===== src/bounded_stack_sort_reverse_engine_unit_assert.svh =====
// assertion macros for the bounded stack engine
`ifndef BOUNDED_STACK_SORT_REVERSE_ENGINE_UNIT_ASSERT_SVH
`define BOUNDED_STACK_SORT_REVERSE_ENGINE_UNIT_ASSERT_SVH

// condition that must hold at every edge outside reset
`define BSSR_ASSERT_ALWAYS(label, cond, msg) \
    label: assert property (@(posedge i_clk) disable iff (!i_rst_n) (cond)) \
        else $error(msg);

// implication checked in the same cycle
`define BSSR_ASSERT_IMP(label, ante, cons, msg) \
    label: assert property (@(posedge i_clk) disable iff (!i_rst_n) (ante) |-> (cons)) \
        else $error(msg);

`endif


===== src/bssr_pkg.sv =====
// shared constants, types and codes of the bounded stack engine
package bssr_pkg;

    localparam int DEPTH     = 16;
    localparam int DATA_W    = 32;
    localparam int IDX_W     = $clog2(DEPTH);
    localparam int CNT_W     = $clog2(DEPTH + 1);
    localparam int POS_W     = 5;
    localparam int REQ_W     = 3;
    localparam int IN_W      = 32;
    localparam int OUT_W     = 32;
    localparam int CMP_W     = (CNT_W > POS_W) ? CNT_W : POS_W;
    localparam int CQ_DEPTH  = 2;
    localparam int CQ_PTR_W  = $clog2(CQ_DEPTH);
    localparam int CQ_LVL_W  = $clog2(CQ_DEPTH + 1);

    typedef logic [DATA_W-1:0] t_word;

    // request codes on the input port
    typedef enum logic [REQ_W-1:0] {
        REQ_INS_POS    = 3'd0,
        REQ_DEL_POS    = 3'd1,
        REQ_INS_BOT    = 3'd2,
        REQ_REVERSE    = 3'd3,
        REQ_SORTED_INS = 3'd4,
        REQ_SORT       = 3'd5
    } t_req;

    // operation class after decode
    typedef enum logic [2:0] {
        OP_NOP,
        OP_INSERT,
        OP_DELETE,
        OP_REVERSE,
        OP_SORT
    } t_op;

    // where an insert places its value
    typedef enum logic [1:0] {
        INS_POS,
        INS_BOT,
        INS_SORTED
    } t_ins_mode;

    // result status codes
    typedef enum logic [1:0] {
        ST_DONE  = 2'd0,
        ST_RANGE = 2'd1,
        ST_FULL  = 2'd2,
        ST_EMPTY = 2'd3
    } t_status;

    // back end sequencer states
    typedef enum logic [2:0] {
        BS_IDLE,
        BS_EXEC,
        BS_REVERSE,
        BS_SORT,
        BS_DONE
    } t_bstate;

    // stack array update select
    typedef enum logic [2:0] {
        UPD_HOLD,
        UPD_INS,
        UPD_DEL,
        UPD_MIRROR,
        UPD_SHIFT,
        UPD_SORT
    } t_upd;

    typedef struct packed {
        t_op                op;
        t_ins_mode          mode;
        t_word              value;
        logic [POS_W-1:0]   position;
    } t_cmd;

    typedef struct packed {
        t_status            status;
        logic [CNT_W-1:0]   count;
        t_word              top;
        logic               top_valid;
    } t_result;

endpackage


===== src/bssr_front.sv =====
// request decode and command queue in front of the stack engine
module bssr_front
    import bssr_pkg::*;
(
    input  logic                i_clk,
    input  logic                i_rst_n,
    input  logic                i_push,
    output logic                o_full,
    input  logic [REQ_W-1:0]    i_req_type,
    input  logic signed [IN_W-1:0] i_value,
    input  logic [POS_W-1:0]    i_position,
    output t_cmd                o_cmd,
    output logic                o_cmd_valid,
    input  logic                i_cmd_pop
);

    t_cmd                   dec_cmd;
    t_cmd                   r_q [CQ_DEPTH];
    logic [CQ_PTR_W-1:0]    r_wr_ptr;
    logic [CQ_PTR_W-1:0]    r_rd_ptr;
    logic [CQ_LVL_W-1:0]    r_level;
    logic [CQ_LVL_W-1:0]    n_level;
    logic                   push_ok;
    logic                   pop_ok;

    // classify the request
    always_comb begin
        dec_cmd.value    = DATA_W'(i_value);
        dec_cmd.position = i_position;
        dec_cmd.mode     = INS_POS;
        unique case (i_req_type)
            REQ_INS_POS: begin
                dec_cmd.op   = OP_INSERT;
                dec_cmd.mode = INS_POS;
            end
            REQ_DEL_POS: dec_cmd.op = OP_DELETE;
            REQ_INS_BOT: begin
                dec_cmd.op   = OP_INSERT;
                dec_cmd.mode = INS_BOT;
            end
            REQ_REVERSE: dec_cmd.op = OP_REVERSE;
            REQ_SORTED_INS: begin
                dec_cmd.op   = OP_INSERT;
                dec_cmd.mode = INS_SORTED;
            end
            REQ_SORT:    dec_cmd.op = OP_SORT;
            default:     dec_cmd.op = OP_NOP;
        endcase
    end

    assign o_full      = (r_level == CQ_LVL_W'(CQ_DEPTH));
    assign o_cmd_valid = (r_level != '0);
    assign o_cmd       = r_q[r_rd_ptr];
    assign push_ok     = i_push && !o_full;
    assign pop_ok      = i_cmd_pop && o_cmd_valid;

    // queue fill level
    always_comb begin
        n_level = r_level;
        if (push_ok && !pop_ok) begin
            n_level = r_level + CQ_LVL_W'(1);
        end else if (pop_ok && !push_ok) begin
            n_level = r_level - CQ_LVL_W'(1);
        end
    end

    // queue pointers
    always_ff @(posedge i_clk) begin
        if (!i_rst_n) begin
            r_wr_ptr <= '0;
            r_rd_ptr <= '0;
            r_level  <= '0;
        end else begin
            r_level <= n_level;
            if (push_ok) begin
                r_wr_ptr <= r_wr_ptr + CQ_PTR_W'(1);
            end
            if (pop_ok) begin
                r_rd_ptr <= r_rd_ptr + CQ_PTR_W'(1);
            end
        end
    end

    // queue storage
    always_ff @(posedge i_clk) begin
        if (push_ok) begin
            r_q[r_wr_ptr] <= dec_cmd;
        end
    end

endmodule


===== src/bssr_back.sv =====
// stack register array and the sequencer that carries out commands
module bssr_back
    import bssr_pkg::*;
(
    input  logic        i_clk,
    input  logic        i_rst_n,
    input  t_cmd        i_cmd,
    input  logic        i_cmd_valid,
    output logic        o_cmd_pop,
    output t_result     o_res,
    output logic        o_res_valid,
    input  logic        i_res_pop
);

    t_bstate            r_state;
    t_bstate            n_state;
    t_cmd               r_cmd;
    logic [CNT_W-1:0]   r_count;
    logic [CNT_W-1:0]   n_count;
    logic [CNT_W-1:0]   r_steps;
    logic [CNT_W-1:0]   n_steps;
    t_status            r_status;
    t_status            n_status;
    t_word              r_entries [DEPTH];
    t_word              n_entries [DEPTH];
    t_result            r_res;
    logic               r_res_valid;

    t_upd               upd;
    logic [IDX_W-1:0]   upd_idx;
    logic               cmd_load;
    logic               res_load;
    logic               multi;
    logic               pos_bad;
    logic [CNT_W-1:0]   srt_idx;
    logic               ins_ok;
    logic [IDX_W-1:0]   ins_idx;
    t_word              top_word;

    assign multi   = (r_count > CNT_W'(1));
    assign pos_bad = (r_cmd.position == '0) ||
                     (CMP_W'(r_cmd.position) > CMP_W'(r_count));

    // sorted insert slot: just above the highest entry below the value
    always_comb begin
        srt_idx = '0;
        for (int k = 0; k < DEPTH; k++) begin
            if ((CNT_W'(k) < r_count) &&
                ($signed(r_entries[k]) < $signed(r_cmd.value))) begin
                srt_idx = CNT_W'(k + 1);
            end
        end
    end

    // insert slot and range check
    always_comb begin
        ins_ok  = 1'b1;
        ins_idx = '0;
        unique case (r_cmd.mode)
            INS_POS: begin
                if (r_count != '0) begin
                    if (pos_bad) begin
                        ins_ok = 1'b0;
                    end else begin
                        ins_idx = IDX_W'(r_count - CNT_W'(r_cmd.position) + CNT_W'(1));
                    end
                end
            end
            INS_BOT:    ins_idx = '0;
            INS_SORTED: ins_idx = IDX_W'(srt_idx);
            default:    ins_ok  = 1'b0;
        endcase
    end

    // sequencer next state
    always_comb begin
        n_state = r_state;
        unique case (r_state)
            BS_IDLE: begin
                if (i_cmd_valid) begin
                    n_state = BS_EXEC;
                end
            end
            BS_EXEC: begin
                if ((r_cmd.op == OP_REVERSE) && multi) begin
                    n_state = BS_REVERSE;
                end else if ((r_cmd.op == OP_SORT) && multi) begin
                    n_state = BS_SORT;
                end else begin
                    n_state = BS_DONE;
                end
            end
            BS_REVERSE, BS_SORT: begin
                if (r_steps == '0) begin
                    n_state = BS_DONE;
                end
            end
            BS_DONE: begin
                if (res_load) begin
                    n_state = BS_IDLE;
                end
            end
            default: n_state = BS_IDLE;
        endcase
    end

    // sequencer outputs
    always_comb begin
        upd      = UPD_HOLD;
        upd_idx  = '0;
        n_count  = r_count;
        n_steps  = r_steps;
        n_status = r_status;
        cmd_load = 1'b0;
        res_load = 1'b0;
        unique case (r_state)
            BS_IDLE: cmd_load = i_cmd_valid;
            BS_EXEC: begin
                n_status = ST_DONE;
                case (r_cmd.op)
                    OP_INSERT: begin
                        if (r_count == CNT_W'(DEPTH)) begin
                            n_status = ST_FULL;
                        end else if (!ins_ok) begin
                            n_status = ST_RANGE;
                        end else begin
                            upd     = UPD_INS;
                            upd_idx = ins_idx;
                            n_count = r_count + CNT_W'(1);
                        end
                    end
                    OP_DELETE: begin
                        if (r_count == '0) begin
                            n_status = ST_EMPTY;
                        end else if (pos_bad) begin
                            n_status = ST_RANGE;
                        end else begin
                            upd     = UPD_DEL;
                            upd_idx = IDX_W'(r_count - CNT_W'(r_cmd.position));
                            n_count = r_count - CNT_W'(1);
                        end
                    end
                    OP_REVERSE: begin
                        // mirror the whole array, then slide the live part down
                        if (multi) begin
                            upd     = UPD_MIRROR;
                            n_steps = CNT_W'(DEPTH) - r_count;
                        end
                    end
                    OP_SORT: begin
                        // one odd-even pass per live entry
                        if (multi) begin
                            n_steps = r_count;
                        end
                    end
                    default: ;
                endcase
            end
            BS_REVERSE: begin
                if (r_steps != '0) begin
                    upd     = UPD_SHIFT;
                    n_steps = r_steps - CNT_W'(1);
                end
            end
            BS_SORT: begin
                if (r_steps != '0) begin
                    upd     = UPD_SORT;
                    n_steps = r_steps - CNT_W'(1);
                end
            end
            BS_DONE: res_load = !r_res_valid || i_res_pop;
            default: ;
        endcase
    end

    // stack array next value
    always_comb begin
        n_entries = r_entries;
        case (upd)
            UPD_INS: begin
                for (int i = 1; i < DEPTH; i++) begin
                    if (IDX_W'(i) > upd_idx) begin
                        n_entries[i] = r_entries[i-1];
                    end
                end
                for (int i = 0; i < DEPTH; i++) begin
                    if (IDX_W'(i) == upd_idx) begin
                        n_entries[i] = r_cmd.value;
                    end
                end
            end
            UPD_DEL: begin
                for (int i = 0; i < DEPTH - 1; i++) begin
                    if (IDX_W'(i) >= upd_idx) begin
                        n_entries[i] = r_entries[i+1];
                    end
                end
            end
            UPD_MIRROR: begin
                for (int i = 0; i < DEPTH; i++) begin
                    n_entries[i] = r_entries[DEPTH-1-i];
                end
            end
            UPD_SHIFT: begin
                for (int i = 0; i < DEPTH - 1; i++) begin
                    n_entries[i] = r_entries[i+1];
                end
            end
            UPD_SORT: begin
                // compare and swap disjoint pairs of one parity
                for (int k = 0; k < DEPTH - 1; k++) begin
                    if (((k % 2) == int'(r_steps[0])) &&
                        (CNT_W'(k + 1) < r_count) &&
                        ($signed(r_entries[k+1]) < $signed(r_entries[k]))) begin
                        n_entries[k]   = r_entries[k+1];
                        n_entries[k+1] = r_entries[k];
                    end
                end
            end
            default: ;
        endcase
    end

    assign top_word = (r_count != '0) ? r_entries[IDX_W'(r_count - CNT_W'(1))] : '0;

    // control registers
    always_ff @(posedge i_clk) begin
        if (!i_rst_n) begin
            r_state     <= BS_IDLE;
            r_count     <= '0;
            r_steps     <= '0;
            r_status    <= ST_DONE;
            r_res_valid <= 1'b0;
        end else begin
            r_state  <= n_state;
            r_count  <= n_count;
            r_steps  <= n_steps;
            r_status <= n_status;
            if (res_load) begin
                r_res_valid <= 1'b1;
            end else if (i_res_pop) begin
                r_res_valid <= 1'b0;
            end
        end
    end

    // payload registers
    always_ff @(posedge i_clk) begin
        r_entries <= n_entries;
        if (cmd_load) begin
            r_cmd <= i_cmd;
        end
        if (res_load) begin
            r_res.status    <= r_status;
            r_res.count     <= r_count;
            r_res.top       <= top_word;
            r_res.top_valid <= (r_count != '0);
        end
    end

    assign o_cmd_pop   = cmd_load;
    assign o_res       = r_res;
    assign o_res_valid = r_res_valid;

endmodule


===== src/bounded_stack_sort_reverse_engine_unit.sv =====
// Bounded stack of up to 16 signed words, requests in and one result per request out.
// Request channel: drive i_req_type, i_value, i_position with push; a transfer
// happens on a rising edge with push high and full low. A two-entry command
// queue sits behind this port, so up to two requests may wait while the stack
// works. Result channel: while empty is low the oldest result is on o_status,
// o_entry_count, o_top_value and o_top_valid; pop high on that edge takes it.
// Inserts, deletes and no-op codes are carried out in the execute state; a reverse
// of two or more entries mirrors the array and then slides the live part down,
// and a sort runs one odd-even pass per entry. The engine takes the next
// command only after the previous result has moved into the result register;
// the reverse slide counter and the sort pass counter set how long each runs.
// The result register holds one finished result: while the receiver stalls,
// the engine finishes the next command and then waits, and the command queue
// fills until full rises. Synchronous active-low reset empties the stack,
// the command queue and the result register; no clearing pass is needed.
module bounded_stack_sort_reverse_engine_unit
    import bssr_pkg::*;
(
    input  logic                    i_clk,
    input  logic                    i_rst_n,
    input  logic                    push,
    output logic                    full,
    input  logic [REQ_W-1:0]        i_req_type,
    input  logic signed [IN_W-1:0]  i_value,
    input  logic [POS_W-1:0]        i_position,
    output logic                    empty,
    input  logic                    pop,
    output logic [1:0]              o_status,
    output logic [CNT_W-1:0]        o_entry_count,
    output logic signed [OUT_W-1:0] o_top_value,
    output logic                    o_top_valid
);

    t_cmd       cmd;
    logic       cmd_valid;
    logic       cmd_pop;
    t_result    res;
    logic       res_valid;

    // request decode and command queue
    bssr_front u_front (
        .i_clk       (i_clk),
        .i_rst_n     (i_rst_n),
        .i_push      (push),
        .o_full      (full),
        .i_req_type  (i_req_type),
        .i_value     (i_value),
        .i_position  (i_position),
        .o_cmd       (cmd),
        .o_cmd_valid (cmd_valid),
        .i_cmd_pop   (cmd_pop)
    );

    // stack array and sequencer
    bssr_back u_back (
        .i_clk       (i_clk),
        .i_rst_n     (i_rst_n),
        .i_cmd       (cmd),
        .i_cmd_valid (cmd_valid),
        .o_cmd_pop   (cmd_pop),
        .o_res       (res),
        .o_res_valid (res_valid),
        .i_res_pop   (pop)
    );

    // result port
    assign empty         = !res_valid;
    assign o_status      = res.status;
    assign o_entry_count = res.count;
    assign o_top_value   = OUT_W'(res.top);
    assign o_top_valid   = res.top_valid;

`include "bounded_stack_sort_reverse_engine_unit_assert.svh"

    // checks
    `BSSR_ASSERT_IMP(a_cmd_pop_valid, cmd_pop, cmd_valid, "command taken from an empty queue")
    `BSSR_ASSERT_IMP(a_count_bound, !empty, o_entry_count <= CNT_W'(DEPTH), "entry count above depth")
    `BSSR_ASSERT_IMP(a_top_valid, !empty, o_top_valid == (o_entry_count != '0), "top flag disagrees with count")
    `BSSR_ASSERT_IMP(a_full_status, !empty && (o_status == ST_FULL), o_entry_count == CNT_W'(DEPTH), "full status on a stack with room")

endmodule

===== config.mk =====
export PLATFORM = sky130hd
export DESIGN_NAME = bounded_stack_sort_reverse_engine_unit
export DESIGN_NICKNAME = d
export VERILOG_FILES = /design/src/bssr_pkg.sv /design/src/bssr_front.sv /design/src/bssr_back.sv /design/src/bounded_stack_sort_reverse_engine_unit.sv
export VERILOG_INCLUDE_DIRS = /design/src /design/src/src
export SDC_FILE = /design/constraint.sdc
export NUM_CORES = 2
export LEC_CHECK = 0
export ABC_AREA = 0
export BUFFER_PORTS_ARGS = -buffer_cell sky130_fd_sc_hd__buf_2
export CAP_MARGIN = 25
export CORE_MARGIN = 2
export CORE_UTILIZATION = 39
export DETAILED_ROUTE_END_ITERATION = 16
export HOLD_SLACK_MARGIN = 0.06
export PLACE_DENSITY_LB_ADDON = 0.2
export SETUP_SLACK_MARGIN = 0.02
export SLEW_MARGIN = 30
export SYNTH_ARGS = -nofsm -noshare
export SYNTH_HDL_FRONTEND = slang
export SYNTH_SLANG_ARGS = --single-unit

===== constraint.sdc =====
create_clock -name i_clk -period 9.2 [get_ports i_clk]
set_input_delay 0 -clock i_clk [delete_from_list [all_inputs] [get_ports i_clk]]
set_output_delay 0 -clock i_clk [all_outputs]
set_load 0.05 [all_outputs]

# == Yosys cells after proc, flatten, opt, wreduce, memory -nomap -nowiden ==
# Memory sizes are Yosys's and may differ from the RTL's. A register that Yosys moved wholly into a read port is not among the register bits.
# Index checks and enable logic that the tools add are counted.
# totals
register_bits,572
ramBits,84
inputBits,44
out_inout_bits,42
word_cells,450
n_memories,1
# mem_list
name,depth,width,read_ports,rd_ports_with_merged_regs,wr,line,text
u_front.r_q,2,42,1,1,1,bssr_front.sv:18,t_cmd r_q [CQ_DEPTH];
# op_classes
n_addsub,10
order_cmp,80
n_eq_ne,95
n_mux,138
bitwise_logic,2
n_reduce_logical,96
# op_table
operator,n
480-bit case mux with 5 select lines,1
32-bit 2-to-1 mux,48
64-bit 2-to-1 mux,19
32-bit less-than comparator,31
32-bit binary-select mux with 4-bit select,1
32-bit case mux with 3 select lines,1
"3-bit by 1-bit inequality test with 1-bit output, second input constant",30
4-bit 2-to-1 mux,21
4-bit AND reduction,15
1-bit logical AND,52
"2-bit by 1-bit inequality test with 1-bit output, second input constant",23
"4-bit by 5-bit less-than comparator with 1-bit output, first input constant",8
5-bit 2-to-1 mux,7
"4-bit equality test, first input constant",8
"4-bit > comparator, first input constant",8
5-bit case mux with 2 select lines,3
"4-bit >= comparator, first input constant",7
3-bit 2-to-1 mux,9
"3-bit by 2-bit equality test with 1-bit output, second input constant",8
3-bit case mux with 4 select lines,2
"3-bit by 5-bit less-than comparator with 1-bit output, first input constant",4
"3-bit equality test, second input constant",6
3-bit case mux with 3 select lines,2
"3-bit by 4-bit equality test with 1-bit output, first input constant",4
48 further kinds,103

# == Logic depth before layout (Yosys ltp) ==
# logic_depth
ltp_word,28
mapped_depth,19
depth_no_buf,14

# == Hierarchy ==
# Synthesis repeated with hierarchy kept, for this count alone.
# hier_totals
hier_cells,6212
area_unflattened_um2,63140.6
# modules_own_cells
module,n_inst,cells_per_inst,area_per_inst_um2,seq_area_each_um2
bssr_back,1,6050,59839.9,18157.4
bssr_front,1,161,3296.9,2622.5
bounded_stack_sort_reverse_engine_unit,1,1,3.8,0.0

# == Worst setup path after synthesis ==
# Ideal clock, no wire load.
# synth_path
kind,flip-flop to flip-flop
from,register u_back.r_cmd[28] (netlist name)
to,"register u_back.r_entries[100] in the netlist's numbering, enable pin"
setup_time_ns,0.474
arrival_time_ns,6.439
t_required_ns,8.726
slack_ns,2.286
path_stages_with_launch,16
path_buffers,2
period_less_slack_ns,6.914
path_cell_list,edfxtp_1 > inv_1 > ha_1 > a2111oi_0 > nand2_1 > a31oi_1 > nor4_1 > a2111oi_0 > mux2_2 > nor4_1 > a221o_1 > and2_1 > buf_2 > clkbuf_1 > nand2_1 > a221oi_1
# synth_between
elab_chain_cells,26
elab_cells_between_ends,59
cone_classes,order compare (18); eq/ne (3); mux (21); reduce/logical (17)
# synth_lines
item,line,text
32-bit less-than comparator,bssr_back.sv:49,($signed(r_entries[k]) < $signed(r_cmd.value))) begin
1-bit logical AND,bssr_back.sv:48,if ((CNT_W'(k) < r_count) &&
1-bit 2-to-1 mux,bssr_back.sv:48,
2-bit 2-to-1 mux,bssr_back.sv:48,
4-bit 2-to-1 mux (13 in series),bssr_back.sv:48,
4-bit 2-to-1 mux (*),bssr_back.sv:48,
4-bit case mux with 2 select lines (*),bssr_back.sv:59,unique case (r_cmd.mode)
4-bit 2-to-1 mux (*),bssr_back.sv:124,end else if (!ins_ok) begin
4-bit 2-to-1 mux (*),bssr_back.sv:122,if (r_count == CNT_W'(DEPTH)) begin
4-bit case mux with 2 select lines (*),bssr_back.sv:120,case (r_cmd.op)
4-bit 2-to-1 mux (*),bssr_back.sv:116,unique case (r_state)
"4-bit > comparator, or another cell as far along",bssr_back.sv:182,if (IDX_W'(i) > upd_idx) begin
3-bit by 1-bit inequality test with 1-bit output (no source line) / 2-bit by 1-bit inequality test with 1-bit output (equally long branches),--,
4-bit AND reduction (no source line) (*),--,
end signal: assignment,bssr_back.sv:249,r_entries <= n_entries;
end: declaration,bssr_back.sv:24,t_word r_entries [DEPTH];
# Every way passes the cells marked *; elsewhere a longest branch is shown, timed or not.
# A chain may end at the register's enable or synchronous reset.

==> results.md <==
- Outcome: finished, final reports clean
- Compound-cell area share of the yosys netlist: 24.4%
- Max-cap viol count: 0
- Post-route ant nets: 0
- Number of enable flip-flop cells after synthesis: just under 700
- Ys async rst share: 0%
- Placer Congestion: approximately 1.0
- Synth area leaders: edfxtp_1, ha_1, a221o_1
- Initial antenna violation count: 10
- Clk buf depth: 3
- DRC: 0
- Worst skew pair latency: roughly 750 ps
- Die footprint: between 150000 and 200000 µm²
- TritonCTS clock tree: done
- Final hold vios: 0
- Critical R2R Launch: u_back.r_cmd[25]
- Dpl ws: around 1600 ps
- Worst Tran Pin Value: approximately 1200 ps
- Initial core utilization: a little under 40%
- Pwr Density: roughly 180 nW/µm²
- GRT Overall Usage: 35.8%
- Core area: 159000 µm²
- Total grt overflow: 0
- Avg Vias per Cell: around 6.9
- FF-to-FF setup slack: 1620 ps
- Final Util: 44.3%
- Die H: between 400 and 500 µm
- CTS sink count: between 600 and 700
- Avg WL per Cell: between 30 and 40 µm
- Nets: a little over 7000
- Library cells used by synthesis: 100
- Cell count after synthesis: roughly 6000
- Multiplexer share of the synthesized area: between 7 and 8%
- Seq/Total Area, Yosys: 33.3%
- Most frequent cell after synthesis: ha_1
- Largest family of logic cells by synthesized area: compound AO/OA/AOI/OAI gates
- Final WL: roughly 300000 µm
- Global-route wire length before repair: around 420000 µm
- Final WS setup: ~1600 ps
- Synthesized flop and latch total: between 600 and 700
- Mapped Area: between 60000 and 70000 µm²
- Slew margin rel.: between 20% and 30%
- Top cell type's share of synthesized area: 32.7%
- Tcrit/Tclk final: just over 80%
- RSZ-0062 raised after global routing: false
- Via count: 57618
- Worst min-delay path startpoint: i_req_type[2]
- Tightest Hold Check Type: in -> reg
- Total nets after synthesis: around 7100
- WS Path Type: reg -> reg
- Worst Setup End Kind: register
- Mean post-synth cell area: around 10 µm²
- Post-synthesis simple-gate area fraction: under 10%
- I/O Buffers: 85
- Area Growth Syn to Fin: 12.7%
- Crit path time final: between 7000 and 8000 ps
- F_max: 132 MHz
- Largest net degree at the start of global routing: ~160
- Chip width: 404 µm
- Max IR drop VDD: 0.250 mV
- Clk slew on worst S/H paths: ~60 ps
- CTS Root Cell: clkbuf_16
- # rows: between 100 and 150
- Detailed placer's ending HPWL: roughly 220000 µm
- Final Skew: between 30 and 40 ps
- Synth Area in Adders: 19.7%
- Critical-path maximum fanout: 27
- Final-report setup violation count: 0
- Leak: roughly 30 nW
- CTS Buf Count: 90
- Crit path launch: u_back.r_cmd[25]
- Kind of start point of the critical path: register
- Max H-tree Level: 3
- Slew Limit Fails: 0
- Detailed Routing Iterations Pass 1: 7
- I/O pin count: 86
- Top cells by count, synth: ha_1, edfxtp_1, inv_1, a21oi_1, nand2_1
- Vias in the first global route: 54082
- WP data required: 9620 ps
- TNS Setup: 0 ps
- Starting DRC count in detailed routing: just over 8000
- Worst EP arrival: approximately 8000 ps
- Synth area leader: edfxtp_1
- Top_reg_cell synth: edfxtp_1
- Yosys Warn Count: 0
- Post-Synth XOR/XNOR Area: less than 1%
- Fraction of layout cells with a size suffix above 1: about 12%
layout make-up:
cell class | instances | area (µm²)
fill | 15009 | 88300
multi-input combinational | 4493 | 38900
sequential | 698 | 20800
timing repair buffer | 373 | 2890
tap | 2072 | 2590
clock buffer | 115 | 2400
inverter | 544 | 2040
clock inverter | 53 | 634
antenna | 1 | 2.50
timing repair:
| item | 4_1_cts | 5_1_grt |
|---|---|---|
| hold buffers | 83 | 0 |
| hold endpoints to repair | 122 | 0 |
| gates resized for setup | 0 | 0 |
| buffers inserted | 0 | 0 |
path summary, 6_finish.rpt:
kind,depth (start not counted),endpoint
setup / recovery,15,u_back.r_entries[242]
hold reg to reg,0,u_back.o_res[38]
setup reg to reg,15,u_back.r_entries[242]
hold / removal,3,u_front.r_q[1][37]
worst max-delay path: stages, from the launching register on:
cell	delay [ps]
edfxtp_1	610
inv_1	470
ha_1	490
nand2_1	100
nor4_1	910
nand3_1	460
a22oi_1	490
mux2i_1	460
nand2_1	270
a2111o_2	580
a211oi_4	280
buf_4	320
nand3_1	610
a21boi_2	550
buf_4	420
o221ai_1	180
placed cells by master, fill, tap and decap left out, types with 55 or more instances in the layout:
master | Yosys | final
o211ai_1 | 61 | 61
a21oi_1 | 340 | 338
a221o_1 | 313 | 313
nand3_1 | 105 | 102
clkbuf_16 | 0 | 91
inv_1 | 541 | 540
nor2b_1 | 93 | 92
mux2i_1 | 149 | 149
buf_2 | 35 | 85
a222oi_1 | 136 | 136
a211oi_1 | 105 | 96
nand2_1 | 337 | 334
mux4_2 | 128 | 128
a21o_1 | 210 | 210
nand4_1 | 125 | 125
dlygate4sd3_1 | 0 | 83
edfxtp_1 | 678 | 678
nor2_1 | 241 | 218
nor3_1 | 60 | 55
buf_4 | 2 | 196
o21ai_0 | 327 | 325
a22o_1 | 212 | 212
ha_1 | 980 | 978
flip-flops by register name, summed over array words and instances, names as in the netlist:
| signal | cells |
|---|---|
| u_back.r_entries | 512 |
| u_back.r_count | 5 |
| u_front.r_q | 84 |
| u_back.r_steps | 5 |
| u_front.r_rd_ptr | 1 |
| u_back.o_res | 40 |
| u_back.r_state | 3 |
| u_back.o_res_valid | 1 |
| u_front.r_level | 2 |
| u_back.r_status | 2 |
| u_front.r_wr_ptr | 1 |
| u_back.r_cmd | 42 |
routing by layer:
metal	track usage, %	wire (µm)	up-vias
met5	0	49	-
met4	24.6	24900	8
met3	6.65	27800	956
met2	55.9	133000	3780
met1	44.8	114000	28327
li1	-	-	24547
per-stage QoR:
stage	power (W)	cells	hold slack (ps)	cell area, µm²
floorplan	0.00673	6048	98.9	62300
global placement	0.00871	8095	188	66200
detailed placement	0.00878	8097	192	66300
CTS	0.0126	8348	136	70200
global route	0.0132	8349	181	70200
finish	0.0128	8349	169	70200
cell families after synthesis:
family                   after synthesis
AO/OA/AOI/OAI                       2025
XOR/XNOR                              20
adder cells (fa/ha/maj)              981
buffers and inverters                857
flip-flops                           698
multiplexers                         328
AND/OR/NAND/NOR                     1139
power by group:
group | switching (W) | internal, W | total (W)
registers | 0.000340 | 0.00377 | 0.00411
clock network | 0.00162 | 0.00217 | 0.00379
logic | 0.00327 | 0.00158 | 0.00485
(Power assumes the default switching activity.)
